**src/rtl/rpc_pkg.sv**
```systemverilog
`timescale 1ns / 1ps

package rpc_pkg;

   localparam int COORD_WIDTH_DEF = 32;
   localparam int ANGLE_WIDTH_DEF = 32;

   localparam int FRAC_BITS     = 30;
   localparam int CORDIC_STAGES = 30;
   localparam int CORDIC_WIDTH  = 33;
   localparam int THETA_WIDTH   = 36;
   localparam int SC_WIDTH      = 32;

   localparam logic signed [THETA_WIDTH-1:0] ANG_PI      = 36'sd3373259426;
   localparam logic signed [THETA_WIDTH-1:0] ANG_HALF_PI = 36'sd1686629713;
   localparam logic signed [THETA_WIDTH-1:0] ANG_TWO_PI  = 36'sd6746518852;

   localparam logic signed [CORDIC_WIDTH-1:0] GAIN_INV = 33'sd652032874;
   localparam logic signed [CORDIC_WIDTH-1:0] CORD_ONE = 33'sd1073741824;
   localparam logic signed [SC_WIDTH-1:0]     SC_ONE   = 32'sd1073741824;

   typedef struct packed {
      logic signed [CORDIC_WIDTH-1:0] x;
      logic signed [CORDIC_WIDTH-1:0] y;
      logic signed [CORDIC_WIDTH-1:0] z;
   } rpc_vec_type;

   // atan(2^-i) in q1.30
   function automatic logic signed [CORDIC_WIDTH-1:0] atan_q30(input int idx);
      logic signed [CORDIC_WIDTH-1:0] r;
      case (idx)
         0:  r = 33'sd843314857;
         1:  r = 33'sd497837829;
         2:  r = 33'sd263043837;
         3:  r = 33'sd133525159;
         4:  r = 33'sd67021687;
         5:  r = 33'sd33543516;
         6:  r = 33'sd16775851;
         7:  r = 33'sd8388437;
         8:  r = 33'sd4194283;
         9:  r = 33'sd2097149;
         10: r = 33'sd1048576;
         11: r = 33'sd524288;
         12: r = 33'sd262144;
         13: r = 33'sd131072;
         14: r = 33'sd65536;
         15: r = 33'sd32768;
         16: r = 33'sd16384;
         17: r = 33'sd8192;
         18: r = 33'sd4096;
         19: r = 33'sd2048;
         20: r = 33'sd1024;
         21: r = 33'sd512;
         22: r = 33'sd256;
         23: r = 33'sd128;
         24: r = 33'sd64;
         25: r = 33'sd32;
         26: r = 33'sd16;
         27: r = 33'sd8;
         28: r = 33'sd4;
         29: r = 33'sd2;
         default: r = '0;
      endcase
      return r;
   endfunction

endpackage

```
**src/rtl/rpc_cordic_stage.sv**
```systemverilog
`timescale 1ns / 1ps

module rpc_cordic_stage
   import rpc_pkg::*;
#(
   parameter int STAGE = 0
) (
   input  logic        clock,
   input  logic        adv,
   input  rpc_vec_type src,
   output rpc_vec_type dst
);

   rpc_vec_type vec_ff;
   rpc_vec_type vec_in;

   always_comb begin
      logic signed [CORDIC_WIDTH-1:0] xs;
      logic signed [CORDIC_WIDTH-1:0] ys;
      logic signed [CORDIC_WIDTH-1:0] at;
      xs = src.x >>> STAGE;
      ys = src.y >>> STAGE;
      at = atan_q30(STAGE);
      if (!src.z[CORDIC_WIDTH-1]) begin
         vec_in.x = src.x - ys;
         vec_in.y = src.y + xs;
         vec_in.z = src.z - at;
      end else begin
         vec_in.x = src.x + ys;
         vec_in.y = src.y - xs;
         vec_in.z = src.z + at;
      end
   end

   always_ff @(posedge clock) begin
      if (adv) begin
         vec_ff <= vec_in;
      end
   end

   assign dst = vec_ff;

endmodule

```
**config.mk**
```make
export PLATFORM = sky130hd
export DESIGN_NAME = rpc_cordic_stage
export DESIGN_NICKNAME = d
export VERILOG_FILES = /design/src/rtl/rpc_pkg.sv /design/src/rtl/rpc_cordic_stage.sv
export SDC_FILE = /design/constraint.sdc
export NUM_CORES = 1
export LEC_CHECK = 0
export BUFFER_PORTS_ARGS = -buffer_cell sky130_fd_sc_hd__buf_2
export CAP_MARGIN = 40
export CORE_ASPECT_RATIO = 1.4
export CORE_MARGIN = 8
export CORE_UTILIZATION = 45
export DETAILED_ROUTE_END_ITERATION = 10
export MAX_ROUTING_LAYER = met4
export PLACE_DENSITY = 0.8
export SLEW_MARGIN = 30
export SYNTH_ARGS = -nofsm -noshare
export SYNTH_HDL_FRONTEND = slang
export SYNTH_SLANG_ARGS = --single-unit
```
**constraint.sdc**
```tcl
create_clock -name clock -period 3.6 [get_ports clock]
set_input_delay 0.18 -clock clock [delete_from_list [all_inputs] [get_ports clock]]
set_output_delay 0.18 -clock clock [all_outputs]
set_load 0.05 [all_outputs]
```
-- Word-level counts from Yosys, hierarchy flattened
Index checks and enable logic that the tools add are counted.
W data, S select, Z words.
- output and inout port bits: 99
- input bits: 101
- bits in registers: 99
- add/subtract/negate cells: 5
- muxes and demuxes: 1
- operator list (cell ; number):
    $mux W99 ; 1
    $sub A33 B33 Y33 ; 2
    $add A33 B31 Y33 const B ; 1
    $add A33 B33 Y33 ; 1
    $sub A33 B31 Y33 const B ; 1

-- Depth between registers and ports, before layout
Gate-level depths: netlist of the first run.
- depth after elaboration: 2
- mapped depth: 13
- depth with buffers taken out: 12

-- Least setup slack after synthesis of the first run
No wires, ideal clock.
- kind: in2reg
- from: in src[32] (netlist bit)
- to: reg vec_ff, in the netlist dst[29], data pin
- setup time: 0.260 ns
- cell stages on the path: 13
- path slack: 0.105 ns
- data required time: 3.340 ns
- arrival time: 3.236 ns
- cells stage by stage: clkinv_1 -> clkbuf_1 -> buf_1 -> ha_1 -> a21o_1 -> a21o_1 -> a21o_1 -> a221oi_1 -> o31ai_1 -> a21oi_2 -> o21ai_1 -> a221oi_2 -> xnor2_1
- RTL lines (what ; RTL line ; RTL):
    start: declaration ; rpc_cordic_stage.sv:10 ; input rpc_vec_type src,
    end signal: assignment ; rpc_cordic_stage.sv:37 ; vec_ff <= vec_in;
    end: declaration ; rpc_cordic_stage.sv:14 ; rpc_vec_type vec_ff;

==> flow_metrics.tcl, run 1 <==
set metrics [dict create \
    yosysTopAreaCell "edfxtp_1" \
    portBuffers 199 \
    yosys-top-cells-area "edfxtp_1, ha_1, xnor2_1, a21oi_1, inv_1" \
    ys_warn_count 0 \
    grt_pass1_wl_um 48590 \
    slew-limit-headroom_pct 51.59 \
    placed_cell_area_mm2 0.01156 \
    syn_area_mm2 0.01023 \
    core_mm2 0.02245 \
    start_util_pct 45.58 \
    rows 65 \
    drtPass1Iterations 7 \
    crit_path_start_kind "input port" \
    vias 9542 \
    ys_ff_latch 98 \
    cp_cell_sequence "buf_2, inv_2, ha_1, nor2b_1, o21ai_0, a21boi_0, o2111ai_1, a2111oi_2, o21ai_1, o21ai_1, a2111oi_0, or3_1" \
    cp_common_cell "o21ai_1" \
    ant_nets 0 \
    drive_above_1_share_pct 19.97 \
    ys_types 82 \
    synthArstFlopShare_pct 0 \
    fin_area_mm2 0.01187 \
    vias_per_cell 5.738 \
    syn_inst 1177 \
    startpoint "src[32]" \
    p_leak_uw 0.005327 \
    wl_per_cell_um 18.81 \
    power.density_mw_per_mm2 421.2 \
    fp.dieW_um 143.4 \
    synth_flop_cell "edfxtp_1" \
    area_delta_synth_final_pct 16.03 \
    setup_viol 0 \
    grt-ovfl-total 0 \
    place_ws_ns 0.3364 \
    synth_nets 1409 \
    cts_sinks 98 \
    cp_slowest_stage_delay_ns 0.47 \
    run_status "finished, final reports clean" \
    worst-endpoint-arrival_ns 3.08 \
    grt_pass1_vias 9572 \
    clockBufferDepth 2 \
    top_level_ports 200 \
    antenna_found_initial 0 \
    drc 0 \
    cp.required_ns 3.69 \
    drv_cap 0 \
    die_y_um 194.4 \
    grt_max_degree 67 \
    end_kind "register" \
    cts-root-buf "clkbuf_16" \
    clock.fmax_mhz 334.6 \
    finalHoldViolations 0 \
    setup_tns_ns 0 \
    rsz0062_at_grt "false" \
    min_path_type "in2reg" \
    syn_avg_cell_area_um2 8.692 \
    finalCriticalPeriod_ns 2.988 \
    setup_slack_ns 0.6115 \
    critical_path.endpoint "dst[32]" \
    slowest_stage "a2111oi_2" \
    hold_depth 2 \
    path_max_fanout 15 \
    vdd_drop_max_v 0.0002102 \
    globalRouteTotalUtil_pct 22.25 \
    largest_register_ffs 98 \
    critical_path_class "in2reg" \
    routabilityCongestion 0.9704 \
    dieArea_mm2 0.02789 \
    synth_edf_count 98 \
    cts_setup_buffers 0 \
    min_from "src[0]" \
    cts_tree "built" \
    post_cts_resized 0 \
    final_util_pct 52.89 \
    worstMarginPinSlew_ns 0.7261 \
    num_antenna_cells 0 \
    drtIter0Drc 671 \
    finalPower_uw 5000 \
    seq_area_frac_synth_pct 28.76 \
    fin_nets 1590 \
    clk_pin_slew_ns 0.07 \
    finalCritPeriodShare_pct 83.01 \
    routed_wl_um 31290 \
    drv_slew 0 \
    htreeDepth 3 \
    dp_hpwl_um 25550 \
    cts_hold_buffers 0 \
    yosys.area.top_type_share_pct 28.76 \
    numCtsBuffers 9 \
]
## cell families after synthesis
kind of cell,after synthesis,share of synthesized area [%]
fa+ha+maj,131,16.31
compound gates,388,25.22
buf+inv,158,6.151
xor+xnor,93,7.961
mux,15,1.467
flops,98,28.76
simple gates,294,14.12
## how the worst min path moves through the flow
stage	endpoint	slack [ns]
global route	dst[0]	0.17
finish	dst[0]	0.16
global placement	dst[0]	0.50
CTS	dst[0]	0.14
floorplan	dst[0]	0.29
detailed placement	dst[0]	0.51
## cell usage in the layout (no fill, tap or decap), types with 5 or more instances in the layout
cell,netlist,final
nor3_1,17,17
edfxtp_1,98,98
o2111ai_1,5,5
mux2i_1,15,15
a21oi_1,131,131
o21ai_1,12,12
o21bai_1,20,20
and3_1,7,7
clkbuf_16,0,9
nand3_1,15,15
o211ai_1,9,9
buf_2,8,198
xor2_1,15,15
nor2_1,93,93
o21a_1,15,15
nand2b_1,13,13
xnor2_1,78,78
nor4_1,7,7
nor2b_1,17,17
a221oi_2,5,5
and2_1,10,10
a21o_1,34,34
o31ai_1,11,11
buf_4,7,22
o21ai_0,58,58
inv_1,101,101
nand4_1,11,11
a211oi_1,11,11
ha_1,127,127
a31oi_1,12,12
nand2_1,73,73
## where the power goes
part	switching, uW	total (uW)	internal [uW]	leakage, uW
combinational	1660	2370	716	0.00422
sequential	64.5	1590	1520	0.000959
clock	434	1040	608	0.000152
## synth_stat cells (13+ instances only)
master / n
nor3_1: 17
xor2_1: 15
inv_1: 101
nand2_1: 73
edfxtp_1: 98
o21bai_1: 20
a21o_1: 34
nand2b_1: 13
mux2i_1: 15
xnor2_1: 78
a21oi_1: 131
nand3_1: 15
clkbuf_1: 29
o21a_1: 15
nor2b_1: 17
ha_1: 127
o21ai_0: 58
nor2_1: 93
## critical path: cells and delay by family
kind                     cells  cell delay (ns)
AO/OA/AOI/OAI                7             1.57
AND/OR/NAND/NOR              2             0.51
adder cells (fa/ha/maj)      1             0.39
buffers and inverters        2             0.41
## per-stage QoR
step / hold slack, ns / instances
floorplan: 0.2925 / 1177
global placement: 0.4990 / 1648
detailed placement: 0.5076 / 1648
CTS: 0.1425 / 1663
global route: 0.1698 / 1663
finish: 0.1552 / 1663
## metal layers
| layer | vias up | GRT usage, % | share of wire, % |
|---|---|---|---|
| li1 | 4590 | - | - |
| met1 | 4469 | 25.62 | 39 |
| met2 | 395 | 38.22 | 50 |
| met3 | 88 | 1.962 | 5.8 |
| met4 | 0 | 10.32 | 4.2 |
| met5 | - | - | 0 |
## area by class of cell
cell class	count	area (um2)
Fill cell	2136	10580
Multi-Input combinational cell	921	6659
Sequential cell	98	2943
Timing Repair Buffer	221	1176
Inverter	107	401.6
Tap cell	301	376.6
Clock buffer	9	225.2
Clock inverter	6	90.09
Note: power is estimated with default switching activity, not from simulation.
==> run 2: changes to the inputs <==
clock period = 2.49 ns   (was 3.6 ns; I/O delays follow)
==> flow_metrics.tcl, run 2 (synthesized netlist as in run 1, its figures left out) <==
set metrics [dict create \
    setup_tns_ns 0 \
    worst-endpoint-arrival_ns 2.58 \
    numCtsBuffers 9 \
    drv_cap 0 \
    antenna_found_initial 0 \
    worstMarginPinSlew_ns 0.5256 \
    fp.dieW_um 143.4 \
    ant_nets 0 \
    final_common_cell "buf_4" \
    layout_common_cells "buf_4, buf_2, a21oi_1" \
    path_max_fanout 7 \
    power.density_mw_per_mm2 541.7 \
    clockBufferDepth 2 \
    setup_viol 0 \
    die_y_um 194.4 \
    end_kind "register" \
    rows 65 \
    cts_sinks 98 \
    area_delta_synth_final_pct 40.78 \
    routabilityCongestion 0.9936 \
    grt_pass1_vias 10530 \
    drtPass1Iterations 5 \
    place_ws_ns -0.5654 \
    drtIter0Drc 697 \
    portBuffers 199 \
    dp_hpwl_um 28930 \
    startpoint "src[46]" \
    top_level_ports 200 \
    finalPower_uw 7803 \
    finalHoldViolations 0 \
    wl_per_cell_um 18.35 \
    grt_pass1_wl_um 53720 \
    clock.fmax_mhz 405.8 \
    slowest_stage "nor4_1" \
    crit_path_start_kind "input port" \
    cts-root-buf "clkbuf_16" \
    setup_slack_ns 0.02555 \
    cp_common_cell "buf_4" \
    fin_nets 1861 \
    htreeDepth 3 \
    globalRouteTotalUtil_pct 25.02 \
    critical_path_class "in2reg" \
    run_status "finished, final reports clean" \
    finalCriticalPeriod_ns 2.464 \
    drive_above_1_share_pct 37.33 \
    routed_wl_um 35510 \
    min_path_type "in2reg" \
    critical_path.endpoint "dst[97]" \
    cp_slowest_stage_delay_ns 0.46 \
    grt_max_degree 42 \
    drc 0 \
    cts_tree "built" \
    drv_slew 0 \
    vias 10660 \
    dieArea_mm2 0.02789 \
    cp_cell_sequence "buf_2, inv_1, ha_2, inv_1, buf_4, o21ai_0, a221oi_2, buf_4, nor4_1, o41ai_1, buf_4, a2bb2oi_2, xor2_1" \
    vdd_drop_max_v 0.0003492 \
    grt-ovfl-total 0 \
    core_mm2 0.02245 \
    p_leak_uw 0.006692 \
    slew-limit-headroom_pct 64.64 \
    start_util_pct 45.58 \
    vias_per_cell 5.509 \
    largest_register_ffs 98 \
    rsz0062_at_grt "true" \
    cts_hold_buffers 0 \
    num_antenna_cells 0 \
    clk_pin_slew_ns 0.08 \
    cp.required_ns 2.61 \
    finalCritPeriodShare_pct 98.97 \
    hold_ws_ns 0.1732 \
]
run 2: worst min path at each step:
stage | to | startpoint | cells after the start | slack, ns
2_1_floorplan | dst[0] | adv | 0 | 0.24
3_3_place_gp | dst[0] | src[0] | 3 | 0.54
3_5_place_dp | dst[0] | src[0] | 3 | 0.55
4_1_cts | dst[0] | src[0] | 3 | 0.17
5_1_grt | dst[33] | src[66] | 3 | 0.20
6_report | dst[0] | src[0] | 3 | 0.17
run 2: layer usage:
metal  wire (um)  share of wire, %  global-route usage (%)
met1       13460                38                   26.51
met2       18310                52                   45.57
met3        2083               5.9                   2.845
met4        1658               4.7                   10.79
met5           0                 0                       -
run 2: report_power, final:
part | internal, uW | switching (uW) | leakage (uW)
Combinational | 1520 | 2630 | 0.00560
Clock | 681 | 677 | 0.000135
Sequential | 2200 | 91.0 | 0.000959
Total | 4400 | 3400 | 0.00669
run 2: through the flow:
| stage | instances | cell area [um2] | util, % |
|---|---|---|---|
| 2_1_floorplan | 1177 | 10400 | - |
| 3_3_place_gp | 1915 | 13690 | 61.00 |
| 3_5_place_dp | 1915 | 13690 | 61.00 |
| 4_1_cts | 1933 | 14060 | 62.65 |
| 5_1_grt | 1935 | 14400 | 64.17 |
| 6_report | 1935 | 14400 | 64.17 |
run 2: critical path: cells and delay by family:
family | cells | cell delay (ns)
compound gates | 4 | 0.85
buf+inv | 6 | 0.68
xor+xnor | 1 | 0.08
simple gates | 1 | 0.46
fa+ha+maj | 1 | 0.38
run 2: layout make-up:
cell class / count / area (um2)
multi-input combinational: 921 / 7156
timing repair buffer: 492 / 3232
clock buffer: 10 / 229.0
fill: 1910 / 8043
sequential: 98 / 2943
tap: 301 / 376.6
clock inverter: 6 / 40.04
inverter: 107 / 427.9
run 2: repair_timing:
item	4_1_cts	5_1_grt
setup buffers	2	2
cloned	0	0
endpoints found under the setup margin	15	31
resized for setup	19	60
pin swaps	12	23
==> run 3: changes to the inputs <==
MAX_ROUTING_LAYER = default   (was met4)
SETUP_SLACK_MARGIN = 0.2   (was default)
==> flow_metrics.tcl, run 3 (synthesized netlist as in run 1, its figures left out) <==
set metrics [dict create \
    drtPass1Iterations 6 \
    finalCriticalPeriod_ns 2.477 \
    dp_hpwl_um 29390 \
    combPwrFrac_pct 54.4 \
    startpoint "src[0]" \
    clock.fmax_mhz 403.8 \
    drive_above_1_share_pct 43.00 \
    worst-endpoint-arrival_ns 2.59 \
    worstMarginPinSlew_ns 0.5553 \
    start_util_pct 45.58 \
    vias 11130 \
    p_leak_uw 0.006953 \
    globalRouteTotalUtil_pct 25.78 \
    finalHoldViolations 0 \
    clk_pin_slew_ns 0.08 \
    cp_cell_sequence "buf_2, inv_1, fa_2, nor2b_4, o21ai_4, a21boi_4, o2111ai_4, a2111oi_4, buf_4, o21ai_4, o21ai_2, a2111oi_2, or3_1" \
    slowest_stage "fa_2" \
    critical_path.endpoint "dst[32]" \
    cp.required_ns 2.60 \
    drtIter0Drc 924 \
    htreeDepth 3 \
    vdd_drop_max_v 0.0003770 \
    area_delta_synth_final_pct 50.69 \
    slew-limit-headroom_pct 62.50 \
    run_status "finished, final reports clean" \
    end_kind "register" \
    cts_tree "built" \
    cp_common_cell "o21ai_4" \
    ant_nets 0 \
    grt_pass1_vias 11130 \
    power.density_mw_per_mm2 535.5 \
    cts_sinks 98 \
    core_mm2 0.02245 \
    num_antenna_cells 0 \
    vias_per_cell 5.689 \
    rsz0062_at_grt "true" \
    fp.dieW_um 143.4 \
    setup_tns_ns 0 \
    routed_wl_um 38620 \
    rows 65 \
    path_max_fanout 2 \
    drv_cap 0 \
    cp_slowest_stage_delay_ns 0.40 \
    swShare_pct 44.13 \
    antenna_found_initial 0 \
    cts-root-buf "clkbuf_16" \
    top_level_ports 200 \
    switching_power_uw 3643 \
    drv_slew 0 \
    min_path_type "in2reg" \
    hold_ws_ns 0.1149 \
    largest_register_ffs 98 \
    wl_per_cell_um 19.73 \
    portBuffers 199 \
    dieArea_mm2 0.02789 \
    routabilityCongestion 0.9549 \
    drc 0 \
    finalCritPeriodShare_pct 99.47 \
    p_int_uw 4613 \
    grt_pass1_wl_um 56900 \
    numCtsBuffers 9 \
    grt_max_degree 48 \
    crit_path_start_kind "input port" \
    final_util_pct 68.68 \
    fin_nets 1883 \
    critical_path_class "in2reg" \
    clockBufferDepth 2 \
    power.clock.fraction_pct 17.7 \
    layout_common_cells "buf_4, buf_2, a21oi_1" \
    die_y_um 194.4 \
    grt-ovfl-total 0 \
    final_common_cell "buf_4" \
    setup_viol 0 \
    seq_power_share_pct 27.9 \
]
-- run 3: how the worst min path moves through the flow --
| stage | slack, ns | from | cells past startpoint | to |
|---|---|---|---|---|
| floorplan | 0.24 | adv | 0 | dst[0] |
| global placement | 0.45 | src[0] | 2 | dst[0] |
| detailed placement | 0.46 | src[0] | 2 | dst[0] |
| CTS | 0.08 | src[0] | 2 | dst[0] |
| global route | 0.1 | src[0] | 2 | dst[0] |
| finish | 0.11 | src[0] | 2 | dst[0] |
-- run 3: what timing repair did --
| action | CTS | global route |
|---|---|---|
| hold buffers | 0 | 0 |
| setup endpoints to repair | 32 | 40 |
| buffers inserted | 11 | 19 |
| pin swaps | 43 | 83 |
| gates resized for setup | 63 | 120 |
-- run 3: worst max-delay path, delay by kind of cell --
kind	cells	cell delay [ns]
AOI/OAI and AO/OA	7	1.16
adders and majority gates	1	0.40
buffers and inverters	3	0.38
and+or+nand+nor	2	0.51
-- run 3: stage by stage --
| stage | total power, uW | setup WS [ns] | instances | cell area [um2] |
|---|---|---|---|---|
| floorplan | 4918 | -0.1005 | 1177 | 10700 |
| CTS | 7935 | 0.1684 | 1938 | 14630 |
| global route | 8586 | -0.03658 | 1957 | 15420 |
| detailed placement | 6380 | -0.4644 | 1911 | 13940 |
| finish | 8256 | 0.01331 | 1957 | 15420 |
| global placement | 6323 | -0.3533 | 1911 | 13940 |
-- run 3: layer usage --
metal  share of wire (%)  global-route usage, %  vias up
met5                   0                      0        -
met4                 6.2                  15.28        0
met3                 6.1                  3.385      161
met2                  51                  46.38      552
met1                  37                  27.99     5226
li1                    -                      -     5194
-- run 3: final cells by class --
cell class | count | area (um2)
multi-input combinational | 921 | 7821
fill | 1699 | 7029
timing repair buffer | 514 | 3521
sequential | 98 | 2943
inverter | 107 | 457.9
tap | 301 | 376.6
clock buffer | 9 | 225.2
clock inverter | 7 | 72.57
-- run 3: power groups by stage --
stage | clock, uW | sequential [uW] | combinational (uW)
floorplan | 0 | 3290 | 1630
global placement | 0 | 2330 | 3990
detailed placement | 0 | 2340 | 4040
CTS | 1480 | 2300 | 4160
global route | 1530 | 2330 | 4730
finish | 1460 | 2300 | 4490
